$ cat src/rtl/vst_pkg.sv
// Package with the constants, codes and types of the slot table.
package vst_pkg;
   localparam int MaxVms = 16;
   localparam int MaxVcpus = 8;
   localparam int NumCpus = 4;
   localparam int SlotBits = $clog2(MaxVms);
   localparam int CpuBits = 2;
   localparam logic [31:0] HandleBase = 32'h1000;
   localparam logic [8:0] VmidLimit = 9'h0ff;

   typedef enum logic [1:0] {
      CMD_INSERT = 2'd0,
      CMD_TEARDOWN = 2'd1,
      CMD_LOAD = 2'd2,
      CMD_PUT = 2'd3
   } cmd_type;

   typedef enum logic [3:0] {
      ST_OK = 4'd0,
      ST_FULL = 4'd1,
      ST_EXISTS = 4'd2,
      ST_BAD_COUNT = 4'd3,
      ST_NOT_FOUND = 4'd4,
      ST_BUSY = 4'd5,
      ST_CPU_OCCUPIED = 4'd6,
      ST_ELSEWHERE = 4'd7,
      ST_BAD_INDEX = 4'd8,
      ST_EXHAUSTED = 4'd9
   } status_type;

   // One slot entry as held in the table memory.
   typedef struct packed {
      logic [63:0] owner;
      logic [7:0] vcpus;
      logic [2:0] refs;
      logic [MaxVcpus-1:0] mask;
   } slot_type;

   // Memory port bundle from controller to memory.
   typedef struct packed {
      logic rd_en;
      logic [SlotBits-1:0] rd_addr;
      logic wr_en;
      logic [SlotBits-1:0] wr_addr;
      slot_type wr_data;
   } mem_req_type;
endpackage

$ cat src/rtl/vst_if.sv
// Valid/ready channel interfaces for requests and responses.
interface vst_req_if;
   import vst_pkg::*;
   logic valid;
   logic ready;
   logic [1:0] cmd;
   logic [63:0] owner_key;
   logic [7:0] vcpu_count;
   logic [31:0] handle;
   logic [7:0] vcpu_index;
   logic [1:0] cpu_index;
   modport source (output valid, cmd, owner_key, vcpu_count, handle, vcpu_index,
      cpu_index, input ready);
   modport sink (input valid, cmd, owner_key, vcpu_count, handle, vcpu_index,
      cpu_index, output ready);
endinterface

interface vst_rsp_if;
   logic valid;
   logic ready;
   logic [3:0] status;
   logic [12:0] handle_out;
   logic [7:0] vmid_out;
   modport source (output valid, status, handle_out, vmid_out, input ready);
   modport sink (input valid, status, handle_out, vmid_out, output ready);
endinterface

$ cat src/rtl/vm_slot_table_with_vcpu_pinning_unit.sv
// Top level of the guest machine slot table with vcpu pinning.
// Requests arrive on the req channel (cmd, owner_key, vcpu_count, handle,
// vcpu_index, cpu_index); each transaction yields exactly one response
// transaction on the rsp channel (status, handle_out, vmid_out).
// The block handles one request at a time. Slot entries live in a 16-entry
// memory with a registered read; used bits, the allocation pointer and the
// per-cpu pin records sit in flip-flops.
// Steps: an early reject responds in the cycle after acceptance; teardown,
// load and put read the slot, pass through S_EXEC and then respond; an insert
// scans the slots in turn for a duplicate key through the memory read port,
// stopping at a match, and then responds.
// The response holds in its register while rsp ready is low, and no new
// request is taken until it is delivered.
// Reset is synchronous; the used bits clear at once, so stale memory
// contents are never consulted, and the first request is taken once the state
// has passed from S_CLEAR to S_IDLE after reset is released.
module vm_slot_table_with_vcpu_pinning_unit import vst_pkg::*; (
   input logic clock,
   input logic reset,
   vst_req_if.sink req,
   vst_rsp_if.source rsp
);
   mem_req_type mem_req;
   slot_type rd_data;

   vst_ctrl u_ctrl (
      .clock(clock), .reset(reset), .req(req), .rsp(rsp),
      .mem_req(mem_req), .rd_data(rd_data)
   );

   vst_slot_mem u_mem (.clock(clock), .req(mem_req), .rd_data(rd_data));
endmodule

$ cat src/rtl/vst_slot_mem.sv
// Synchronous slot table memory with one write and one registered read port.
module vst_slot_mem import vst_pkg::*; (
   input logic clock,
   input mem_req_type req,
   output slot_type rd_data
);
   slot_type mem [MaxVms];

   // Write and registered read.
   always_ff @(posedge clock) begin
      if (req.wr_en) begin
         mem[req.wr_addr] <= req.wr_data;
      end
      if (req.rd_en) begin
         rd_data <= mem[req.rd_addr];
      end
   end
endmodule

$ cat src/rtl/vst_ctrl.sv
// Command sequencer: scans and updates the slot memory one entry a cycle.
module vst_ctrl import vst_pkg::*; (
   input logic clock,
   input logic reset,
   vst_req_if.sink req,
   vst_rsp_if.source rsp,
   output mem_req_type mem_req,
   input slot_type rd_data
);
   typedef enum logic [2:0] {
      S_CLEAR, S_IDLE, S_SCAN, S_READ, S_EXEC, S_RESP
   } state_type;

   state_type state_ff, state_in;
   logic [MaxVms-1:0] used_ff, used_in;
   logic [SlotBits-1:0] ptr_ff, ptr_in;
   logic [SlotBits:0] count_ff, count_in;
   logic [NumCpus-1:0] busy_ff, busy_in;
   logic [SlotBits-1:0] cslot_ff [NumCpus];
   logic [SlotBits-1:0] cslot_in [NumCpus];
   logic [2:0] cvcpu_ff [NumCpus];
   logic [2:0] cvcpu_in [NumCpus];
   logic [SlotBits:0] cnt_ff, cnt_in;
   logic [SlotBits-1:0] idx_ff, idx_in;
   logic [1:0] cmd_ff, cmd_in;
   logic [63:0] key_ff, key_in;
   logic [7:0] vc_ff, vc_in;
   logic [7:0] vi_ff, vi_in;
   logic [CpuBits-1:0] cpu_ff, cpu_in;
   logic [3:0] st_ff, st_in;
   logic [12:0] hout_ff, hout_in;
   logic [7:0] vout_ff, vout_in;
   logic [31:0] hoff;
   logic [SlotBits-1:0] scan_idx;
   logic [SlotBits-1:0] free_idx;
   logic free_hit;
   slot_type wdata;

   assign req.ready = (state_ff == S_IDLE);
   assign rsp.valid = (state_ff == S_RESP);
   assign rsp.status = st_ff;
   assign rsp.handle_out = hout_ff;
   assign rsp.vmid_out = vout_ff;
   assign hoff = req.handle - HandleBase;
   assign scan_idx = cnt_ff[SlotBits-1:0];

   // Next-fit free slot search over the used bit vector.
   always_comb begin
      free_idx = ptr_ff;
      free_hit = 1'b0;
      for (int i = MaxVms - 1; i >= 0; i--) begin
         if (!used_ff[ptr_ff + SlotBits'(i)]) begin
            free_idx = ptr_ff + SlotBits'(i);
            free_hit = 1'b1;
         end
      end
   end

   // Sequencer next state and memory requests.
   always_comb begin
      state_in = state_ff;
      used_in = used_ff;
      ptr_in = ptr_ff;
      count_in = count_ff;
      busy_in = busy_ff;
      cslot_in = cslot_ff;
      cvcpu_in = cvcpu_ff;
      cnt_in = cnt_ff;
      idx_in = idx_ff;
      cmd_in = cmd_ff;
      key_in = key_ff;
      vc_in = vc_ff;
      vi_in = vi_ff;
      cpu_in = cpu_ff;
      st_in = st_ff;
      hout_in = hout_ff;
      vout_in = vout_ff;
      wdata = rd_data;
      mem_req = '0;
      unique case (state_ff)
         S_CLEAR: begin
            state_in = S_IDLE;
         end
         S_IDLE: begin
            if (req.valid) begin
               cmd_in = req.cmd;
               key_in = req.owner_key;
               vc_in = req.vcpu_count;
               vi_in = req.vcpu_index;
               cpu_in = req.cpu_index;
               hout_in = '0;
               vout_in = '0;
               cnt_in = '0;
               idx_in = hoff[SlotBits-1:0];
               state_in = S_RESP;
               unique case (cmd_type'(req.cmd))
                  CMD_INSERT: begin
                     if (req.vcpu_count < 8'd1 || req.vcpu_count > 8'(MaxVcpus)) begin
                        st_in = ST_BAD_COUNT;
                     end else if (count_ff >= (SlotBits + 1)'(MaxVms)) begin
                        st_in = ST_FULL;
                     end else begin
                        mem_req.rd_en = 1'b1;
                        mem_req.rd_addr = '0;
                        state_in = S_SCAN;
                     end
                  end
                  CMD_TEARDOWN: begin
                     if (hoff >= 32'(MaxVms) || !used_ff[hoff[SlotBits-1:0]]) begin
                        st_in = ST_NOT_FOUND;
                     end else begin
                        mem_req.rd_en = 1'b1;
                        mem_req.rd_addr = hoff[SlotBits-1:0];
                        state_in = S_EXEC;
                     end
                  end
                  CMD_LOAD: begin
                     if (busy_ff[req.cpu_index]) begin
                        st_in = ST_CPU_OCCUPIED;
                     end else if (hoff >= 32'(MaxVms) || !used_ff[hoff[SlotBits-1:0]]) begin
                        st_in = ST_NOT_FOUND;
                     end else begin
                        mem_req.rd_en = 1'b1;
                        mem_req.rd_addr = hoff[SlotBits-1:0];
                        state_in = S_EXEC;
                     end
                  end
                  default: begin
                     if (!busy_ff[req.cpu_index]) begin
                        st_in = ST_EXHAUSTED;
                     end else begin
                        // Keep the pinned vcpu so its mask bit can be dropped.
                        st_in = ST_OK;
                        idx_in = cslot_ff[req.cpu_index];
                        vi_in = 8'(cvcpu_ff[req.cpu_index]);
                        mem_req.rd_en = 1'b1;
                        mem_req.rd_addr = cslot_ff[req.cpu_index];
                        busy_in[req.cpu_index] = 1'b0;
                        cslot_in[req.cpu_index] = '0;
                        cvcpu_in[req.cpu_index] = '0;
                        state_in = S_EXEC;
                     end
                  end
               endcase
            end
         end
         S_SCAN: begin
            // Duplicate key check, one slot a cycle from the registered read.
            if (used_ff[scan_idx] && rd_data.owner == key_ff) begin
               st_in = ST_EXISTS;
               state_in = S_RESP;
            end else if (cnt_ff == (SlotBits + 1)'(MaxVms - 1)) begin
               state_in = S_RESP;
               ptr_in = free_idx;
               if (!free_hit) begin
                  st_in = ST_FULL;
               end else if ({1'b0, 8'(free_idx)} + 9'd1 > VmidLimit) begin
                  st_in = ST_EXHAUSTED;
               end else begin
                  st_in = ST_OK;
                  mem_req.wr_en = 1'b1;
                  mem_req.wr_addr = free_idx;
                  mem_req.wr_data = '{owner: key_ff, vcpus: vc_ff, refs: '0, mask: '0};
                  used_in[free_idx] = 1'b1;
                  ptr_in = free_idx + SlotBits'(1);
                  count_in = count_ff + 1'b1;
                  hout_in = 13'(HandleBase) + 13'(free_idx);
                  vout_in = 8'(free_idx) + 8'd1;
               end
            end else begin
               cnt_in = cnt_ff + 1'b1;
               mem_req.rd_en = 1'b1;
               mem_req.rd_addr = scan_idx + SlotBits'(1);
            end
         end
         S_EXEC: begin
            // Load and put read-modify-write the slot; teardown may free it.
            state_in = S_RESP;
            mem_req.wr_addr = idx_ff;
            unique case (cmd_type'(cmd_ff))
               CMD_TEARDOWN: begin
                  if (rd_data.refs != '0) begin
                     st_in = ST_BUSY;
                  end else begin
                     st_in = ST_OK;
                     used_in[idx_ff] = 1'b0;
                     if (count_ff != '0) count_in = count_ff - 1'b1;
                  end
               end
               CMD_LOAD: begin
                  if (vi_ff >= rd_data.vcpus) begin
                     st_in = ST_BAD_INDEX;
                  end else if (rd_data.mask[vi_ff[2:0]]) begin
                     st_in = ST_ELSEWHERE;
                  end else begin
                     st_in = ST_OK;
                     wdata.mask[vi_ff[2:0]] = 1'b1;
                     wdata.refs = rd_data.refs + 3'd1;
                     mem_req.wr_en = 1'b1;
                     mem_req.wr_data = wdata;
                     busy_in[cpu_ff] = 1'b1;
                     cslot_in[cpu_ff] = idx_ff;
                     cvcpu_in[cpu_ff] = vi_ff[2:0];
                  end
               end
               CMD_PUT: begin
                  wdata.mask[vi_ff[2:0]] = 1'b0;
                  if (rd_data.refs != '0) wdata.refs = rd_data.refs - 3'd1;
                  mem_req.wr_en = 1'b1;
                  mem_req.wr_data = wdata;
               end
               default: begin
                  st_in = ST_OK;
               end
            endcase
         end
         S_RESP: begin
            if (rsp.ready) state_in = S_IDLE;
         end
         default: begin
            state_in = S_IDLE;
         end
      endcase
   end

   // State and registered outputs.
   always_ff @(posedge clock) begin
      if (reset) begin
         state_ff <= S_CLEAR;
         used_ff <= '0;
         ptr_ff <= '0;
         count_ff <= '0;
         busy_ff <= '0;
         for (int c = 0; c < NumCpus; c++) begin
            cslot_ff[c] <= '0;
            cvcpu_ff[c] <= '0;
         end
      end else begin
         state_ff <= state_in;
         used_ff <= used_in;
         ptr_ff <= ptr_in;
         count_ff <= count_in;
         busy_ff <= busy_in;
         cslot_ff <= cslot_in;
         cvcpu_ff <= cvcpu_in;
      end
      cnt_ff <= cnt_in;
      idx_ff <= idx_in;
      cmd_ff <= cmd_in;
      key_ff <= key_in;
      vc_ff <= vc_in;
      vi_ff <= vi_in;
      cpu_ff <= cpu_in;
      st_ff <= st_in;
      hout_ff <= hout_in;
      vout_ff <= vout_in;
   end
endmodule

$ cat src/flat_wrapper.sv
// flat-port wrapper written by rule: the top's interface ports become plain ports
module vm_slot_table_with_vcpu_pinning_unit_flat import vst_pkg::*;
  (clock, reset, req_valid, req_cmd, req_owner_key, req_vcpu_count, req_handle, req_vcpu_index, req_cpu_index, req_ready, rsp_valid, rsp_status, rsp_handle_out, rsp_vmid_out, rsp_ready);
  vst_req_if req_i ();
  vst_rsp_if rsp_i ();
  input logic clock;
  input logic reset;
  input wire logic [$bits(req_i.valid)-1:0] req_valid;
  input wire logic [$bits(req_i.cmd)-1:0] req_cmd;
  input wire logic [$bits(req_i.owner_key)-1:0] req_owner_key;
  input wire logic [$bits(req_i.vcpu_count)-1:0] req_vcpu_count;
  input wire logic [$bits(req_i.handle)-1:0] req_handle;
  input wire logic [$bits(req_i.vcpu_index)-1:0] req_vcpu_index;
  input wire logic [$bits(req_i.cpu_index)-1:0] req_cpu_index;
  output wire logic [$bits(req_i.ready)-1:0] req_ready;
  output wire logic [$bits(rsp_i.valid)-1:0] rsp_valid;
  output wire logic [$bits(rsp_i.status)-1:0] rsp_status;
  output wire logic [$bits(rsp_i.handle_out)-1:0] rsp_handle_out;
  output wire logic [$bits(rsp_i.vmid_out)-1:0] rsp_vmid_out;
  input wire logic [$bits(rsp_i.ready)-1:0] rsp_ready;
  assign req_i.valid = req_valid;
  assign req_i.cmd = req_cmd;
  assign req_i.owner_key = req_owner_key;
  assign req_i.vcpu_count = req_vcpu_count;
  assign req_i.handle = req_handle;
  assign req_i.vcpu_index = req_vcpu_index;
  assign req_i.cpu_index = req_cpu_index;
  assign req_ready = req_i.ready;
  assign rsp_valid = rsp_i.valid;
  assign rsp_status = rsp_i.status;
  assign rsp_handle_out = rsp_i.handle_out;
  assign rsp_vmid_out = rsp_i.vmid_out;
  assign rsp_i.ready = rsp_ready;
  vm_slot_table_with_vcpu_pinning_unit u_core (.clock(clock), .reset(reset), .req(req_i), .rsp(rsp_i));
endmodule
$ cat config.mk
export PLATFORM = sky130hd
export DESIGN_NAME = vm_slot_table_with_vcpu_pinning_unit_flat
export DESIGN_NICKNAME = d
export VERILOG_FILES = /design/src/rtl/vst_pkg.sv /design/src/rtl/vst_if.sv /design/src/rtl/vm_slot_table_with_vcpu_pinning_unit.sv /design/src/rtl/vst_slot_mem.sv /design/src/rtl/vst_ctrl.sv /design/src/flat_wrapper.sv
export SDC_FILE = /design/constraint.sdc
export NUM_CORES = 2
export LEC_CHECK = 0
export ABC_CLOCK_PERIOD_IN_PS = 13300
export BUFFER_PORTS_ARGS = -buffer_cell sky130_fd_sc_hd__buf_2
export CAP_MARGIN = 5
export CORE_UTILIZATION = 50
export CTS_CLUSTER_DIAMETER = 150
export DETAILED_ROUTE_END_ITERATION = 10
export PLACE_DENSITY = 0.64
export SLEW_MARGIN = 30
export SYNTH_ARGS = -nofsm -noshare
export SYNTH_HDL_FRONTEND = slang
export SYNTH_SLANG_ARGS = --single-unit
$ cat constraint.sdc
create_clock -name clock -period 13.3 [get_ports clock]
set_input_delay 1.995 -clock clock [delete_from_list [all_inputs] [get_ports clock]]
set_output_delay 1.995 -clock clock [all_outputs]
set_load 0.01 [all_outputs]
==> impl_metrics.yaml <==
yosys:
  ys_ff_latch: 1578
  synth_edf_count: 1518
  synthCells: 4207
  ys.flop_type: "edfxtp_1"
  synth_area_mm2: 0.0665
  ys_seq_area_share_pct: 70.3
  synth_warnings: 0
  async_flop_share_pct: 0
  synth_cell_types: 88
  syn_area_per_cell_um2: 15.8
power_and_ir_drop:
  leakage_uw: 0.0229
  power_per_cell_area_mw_per_mm2: 134
  p_int_uw: 7950
  power_frac_seq_pct: 54.7
  swShare_pct: 20.2
  pwr-share-comb_pct: 1.5
  p_sw_uw: 2010
  clkPwrFrac_pct: 43.8
  ir_drop_uv: 144
global_route:
  antenna_found_initial: 1
  grt_remaining_overflow: 0
  use_met2_pct: 38.5
  grt_use_met1_pct: 34.2
  grtUsageTotal_pct: 24.0
  grt_max_degree: 225
  busiest_layer: "met2"
  grt_pass1_wl_um: 241000
  met3_usage_pct: 3.66
  grt_pass1_vias: 36600
worst_hold_path:
  min_path_type: "reg -> reg"
  whs_endpoint: "u_core.u_ctrl.cslot_ff[1]"
  holdPathStages: 2
  worstHoldStart: "u_core.u_ctrl.cslot_ff[1]"
status:
  outcome: "completed"
worst_setup_path:
  setup.worst_path.start: "u_core.u_ctrl.ptr_ff[1]"
  critPathKind: "reg -> reg"
  cp.arrival_ns: 7.48
  path_max_fanout: 47
  ff2ff_setup_slack_ns: 6.20
  rr_endpoint: "u_core.u_mem.mem[0][63]"
  critPathCaptureType: "flip-flop"
  rr_startpoint: "u_core.u_ctrl.ptr_ff[1]"
  cp-start-kind: "flip-flop"
  worstPathRequired_ns: 13.69
  r2r_cells: 16
clocking:
  cts.sinks: 1578
  clock-root-buffer: "clkbuf_16"
  ctsHoldBuffers: 0
  cts_resized: 0
  cts_tree: "yes"
  cts_buffer_depth: 3
  numCtsBuffers: 162
  clock_latency_ns: 0.78
  cts_setup_buffers: 0
  h-tree-depth: 4
  clkTransAtPathRegs_ns: 0.06
detailed_routing:
  post-route-drc-count: 0
  viasPerCell: 6.01
  ant_nets: 0
  wirelength_um: 164000
  drt-initial-drc-count: 3546
  firstDrtPassIters: 5
  routedWlPerCell_um: 26.3
  vias: 37400
sta:
  period_minus_slack_ns: 7.10
  tightest_slew_ns: 1.21
  slew-limit-headroom_pct: 19.2
  period_share_pct: 53.3
  max_freq_mhz: 141
  maxSlewViolCount: 0
  final-setup-viol-count: 0
  rsz0062_at_grt: "false"
  fin_worst_skew_ns: 0.0286
  hold_violations: 0
  final.setup.tns_ns: 0
placement:
  dp.final_hpwl_um: 86600
  gp_congestion: 0.877
  port_buffers: 135
  dpl_cell_area_mm2: 0.0693
die:
  dieArea_mm2: 0.135
  die_h_um: 367
  die_x_um: 367
  start_util_pct: 50.5
  rows: 133
  core_region_area_mm2: 0.132
  io_pins: 147
finish:
  fin_area_mm2: 0.0744
  nets: 4499
  fill_cells: 10300
  drive_gt1_share_pct: 19.9
  area_growth_pct: 11.8
job:
  drv_cap: 0
==> metrics by stage <==
| stage | cells | total power (uW) | util [%] | setup WS (ns) | hold slack, ns |
|---|---|---|---|---|---|
| finish | 6221 | 9960 | 56.5 | 6.20 | 0.458 |
| global placement | 5928 | 5700 | 52.5 | 6.20 | 0.448 |
| global route | 6220 | 10200 | 56.5 | 5.80 | 0.483 |
| floorplan | 4217 | 5620 | - | 2.62 | 0.429 |
| detailed placement | 5932 | 5700 | 52.5 | 6.18 | 0.448 |
| CTS | 6218 | 10000 | 56.4 | 6.14 | 0.456 |
==> power groups by stage <==
| stage | sequential [uW] | combinational (uW) | clock (uW) |
|---|---|---|---|
| after floorplan | 5540 | 82.9 | 0 |
| after global placement | 5550 | 152 | 0 |
| after detailed placement | 5550 | 153 | 0 |
| after CTS | 5450 | 154 | 4430 |
| after global routing | 5450 | 164 | 4620 |
| final | 5450 | 154 | 4360 |
==> registers in the layout, indices dropped and copies added (netlist names) <==
signal and count:
u_core.u_ctrl.busy_ff 4, u_core.u_ctrl.cmd_ff 2, u_core.u_ctrl.cnt_ff 5, u_core.u_ctrl.count_ff 5, u_core.u_ctrl.cpu_ff 2, u_core.u_ctrl.cslot_ff 16
u_core.u_ctrl.cvcpu_ff 12, u_core.u_ctrl.idx_ff 4, u_core.u_ctrl.key_ff 64, u_core.u_ctrl.ptr_ff 4, u_core.u_ctrl.rsp.handle_out 5, u_core.u_ctrl.rsp.status 4
u_core.u_ctrl.rsp.vmid_out 5, u_core.u_ctrl.state_ff 3, u_core.u_ctrl.used_ff 16, u_core.u_ctrl.vc_ff 8, u_core.u_ctrl.vi_ff 8, u_core.u_mem.mem 1328
u_core.u_mem.rd_data 83
==> routing by layer <==
layer	wire length, um	part of all wire [%]
met1	72600	44
met2	78000	48
met3	9610	5.9
met4	3680	2.2
met5	0	0
==> worst max-delay path, stage by stage, from the launching register on <==
cell	delay, ns
dfxtp_1	0.30
buf_4	0.32
inv_1	0.24
ha_1	0.77
mux4_2	0.64
mux2i_1	0.31
nor2b_1	0.34
a21o_1	0.24
nor3_1	0.10
a221o_1	0.34
or2_2	0.34
ha_1	0.24
a221oi_1	0.33
o211ai_1	0.37
nor3_2	0.27
buf_4	0.63
buf_4	0.85
==> logic make-up after synthesis <==
family	count (synthesis)	share of synthesized area (%)
AND/OR/NAND/NOR	776	5.31
adder cells (fa/ha/maj)	36	0.688
other	1	0.00564
XOR/XNOR	92	1.26
buffers and inverters	317	2.09
multiplexers	762	13.1
AO/OA/AOI/OAI	645	7.21
flip-flops	1578	70.3
==> cell usage in the layout, fill, tap and decap left out, types with 8 or more instances in the layout <==
master	Yosys	routed
inv_1	49	48
buf_2	91	136
nor2b_1	14	12
nor3_1	34	24
conb_1	1	11
a22oi_1	20	20
buf_4	13	72
ha_1	35	35
a21oi_1	51	47
o21ai_0	44	44
xnor2_1	83	83
dfxtp_1	60	60
inv_6	0	8
a22o_1	68	68
a32oi_1	15	15
nand4_1	108	108
nor2_1	112	102
o211ai_1	347	347
nand2_1	415	415
nor2_4	1	9
clkbuf_16	0	164
mux4_2	44	44
bufinv_16	0	9
nor3_2	0	10
a211oi_1	9	8
mux2_2	347	347
nand2b_1	11	11
clkinv_1	3	29
a31oi_1	8	8
edfxtp_1	1518	1518
and2_1	12	12
nor4_1	9	9
mux2i_1	362	362
clkbuf_1	138	39
nand3_1	24	24
o31ai_1	14	13
a21o_1	9	9
clkinv_2	0	23
==> area by class of cell <==
class	instances	area (um^2)	share of cell area, %
flip-flops and latches	1578	46800	62.9
clock inverters	79	793	1.07
clock buffers	207	4310	5.79
repair buffers	222	1510	2.03
inverters	57	221	0.298
well taps	1755	2200	2.95
diodes	1	2.50	0.00336
multi-input cells	2322	18600	25.0
==> cells in the mapped netlist, drive strengths merged, types with 50 or more instances <==
master / count / area [um^2]
o21ai: 50 / 250
mux2: 347 / 3910
dfxtp: 60 / 1200
nor2: 113 / 432
nand4: 108 / 676
inv: 54 / 205
edfxtp: 1518 / 45600
o211ai: 347 / 2610
buf: 122 / 659
a21oi: 51 / 255
clkbuf: 138 / 518
xnor2: 86 / 776
nand2: 416 / 1560
a22o: 68 / 596
mux4: 50 / 1150
mux2i: 365 / 3670
==> how the worst max path moves through the flow <==
stage,to,slack (ns),depth (start not counted)
6_report,u_core.u_mem.mem[0][63],6.20,16
5_1_grt,u_core.u_mem.mem[0][63],5.80,15
4_1_cts,u_core.u_mem.mem[0][63],6.14,15
3_5_place_dp,u_core.u_mem.mem[0][46],6.18,15
3_3_place_gp,u_core.u_mem.mem[8][63],6.20,16
2_1_floorplan,u_core.u_mem.mem[8][0],2.62,15
Power figures use the tool's default switching activity.
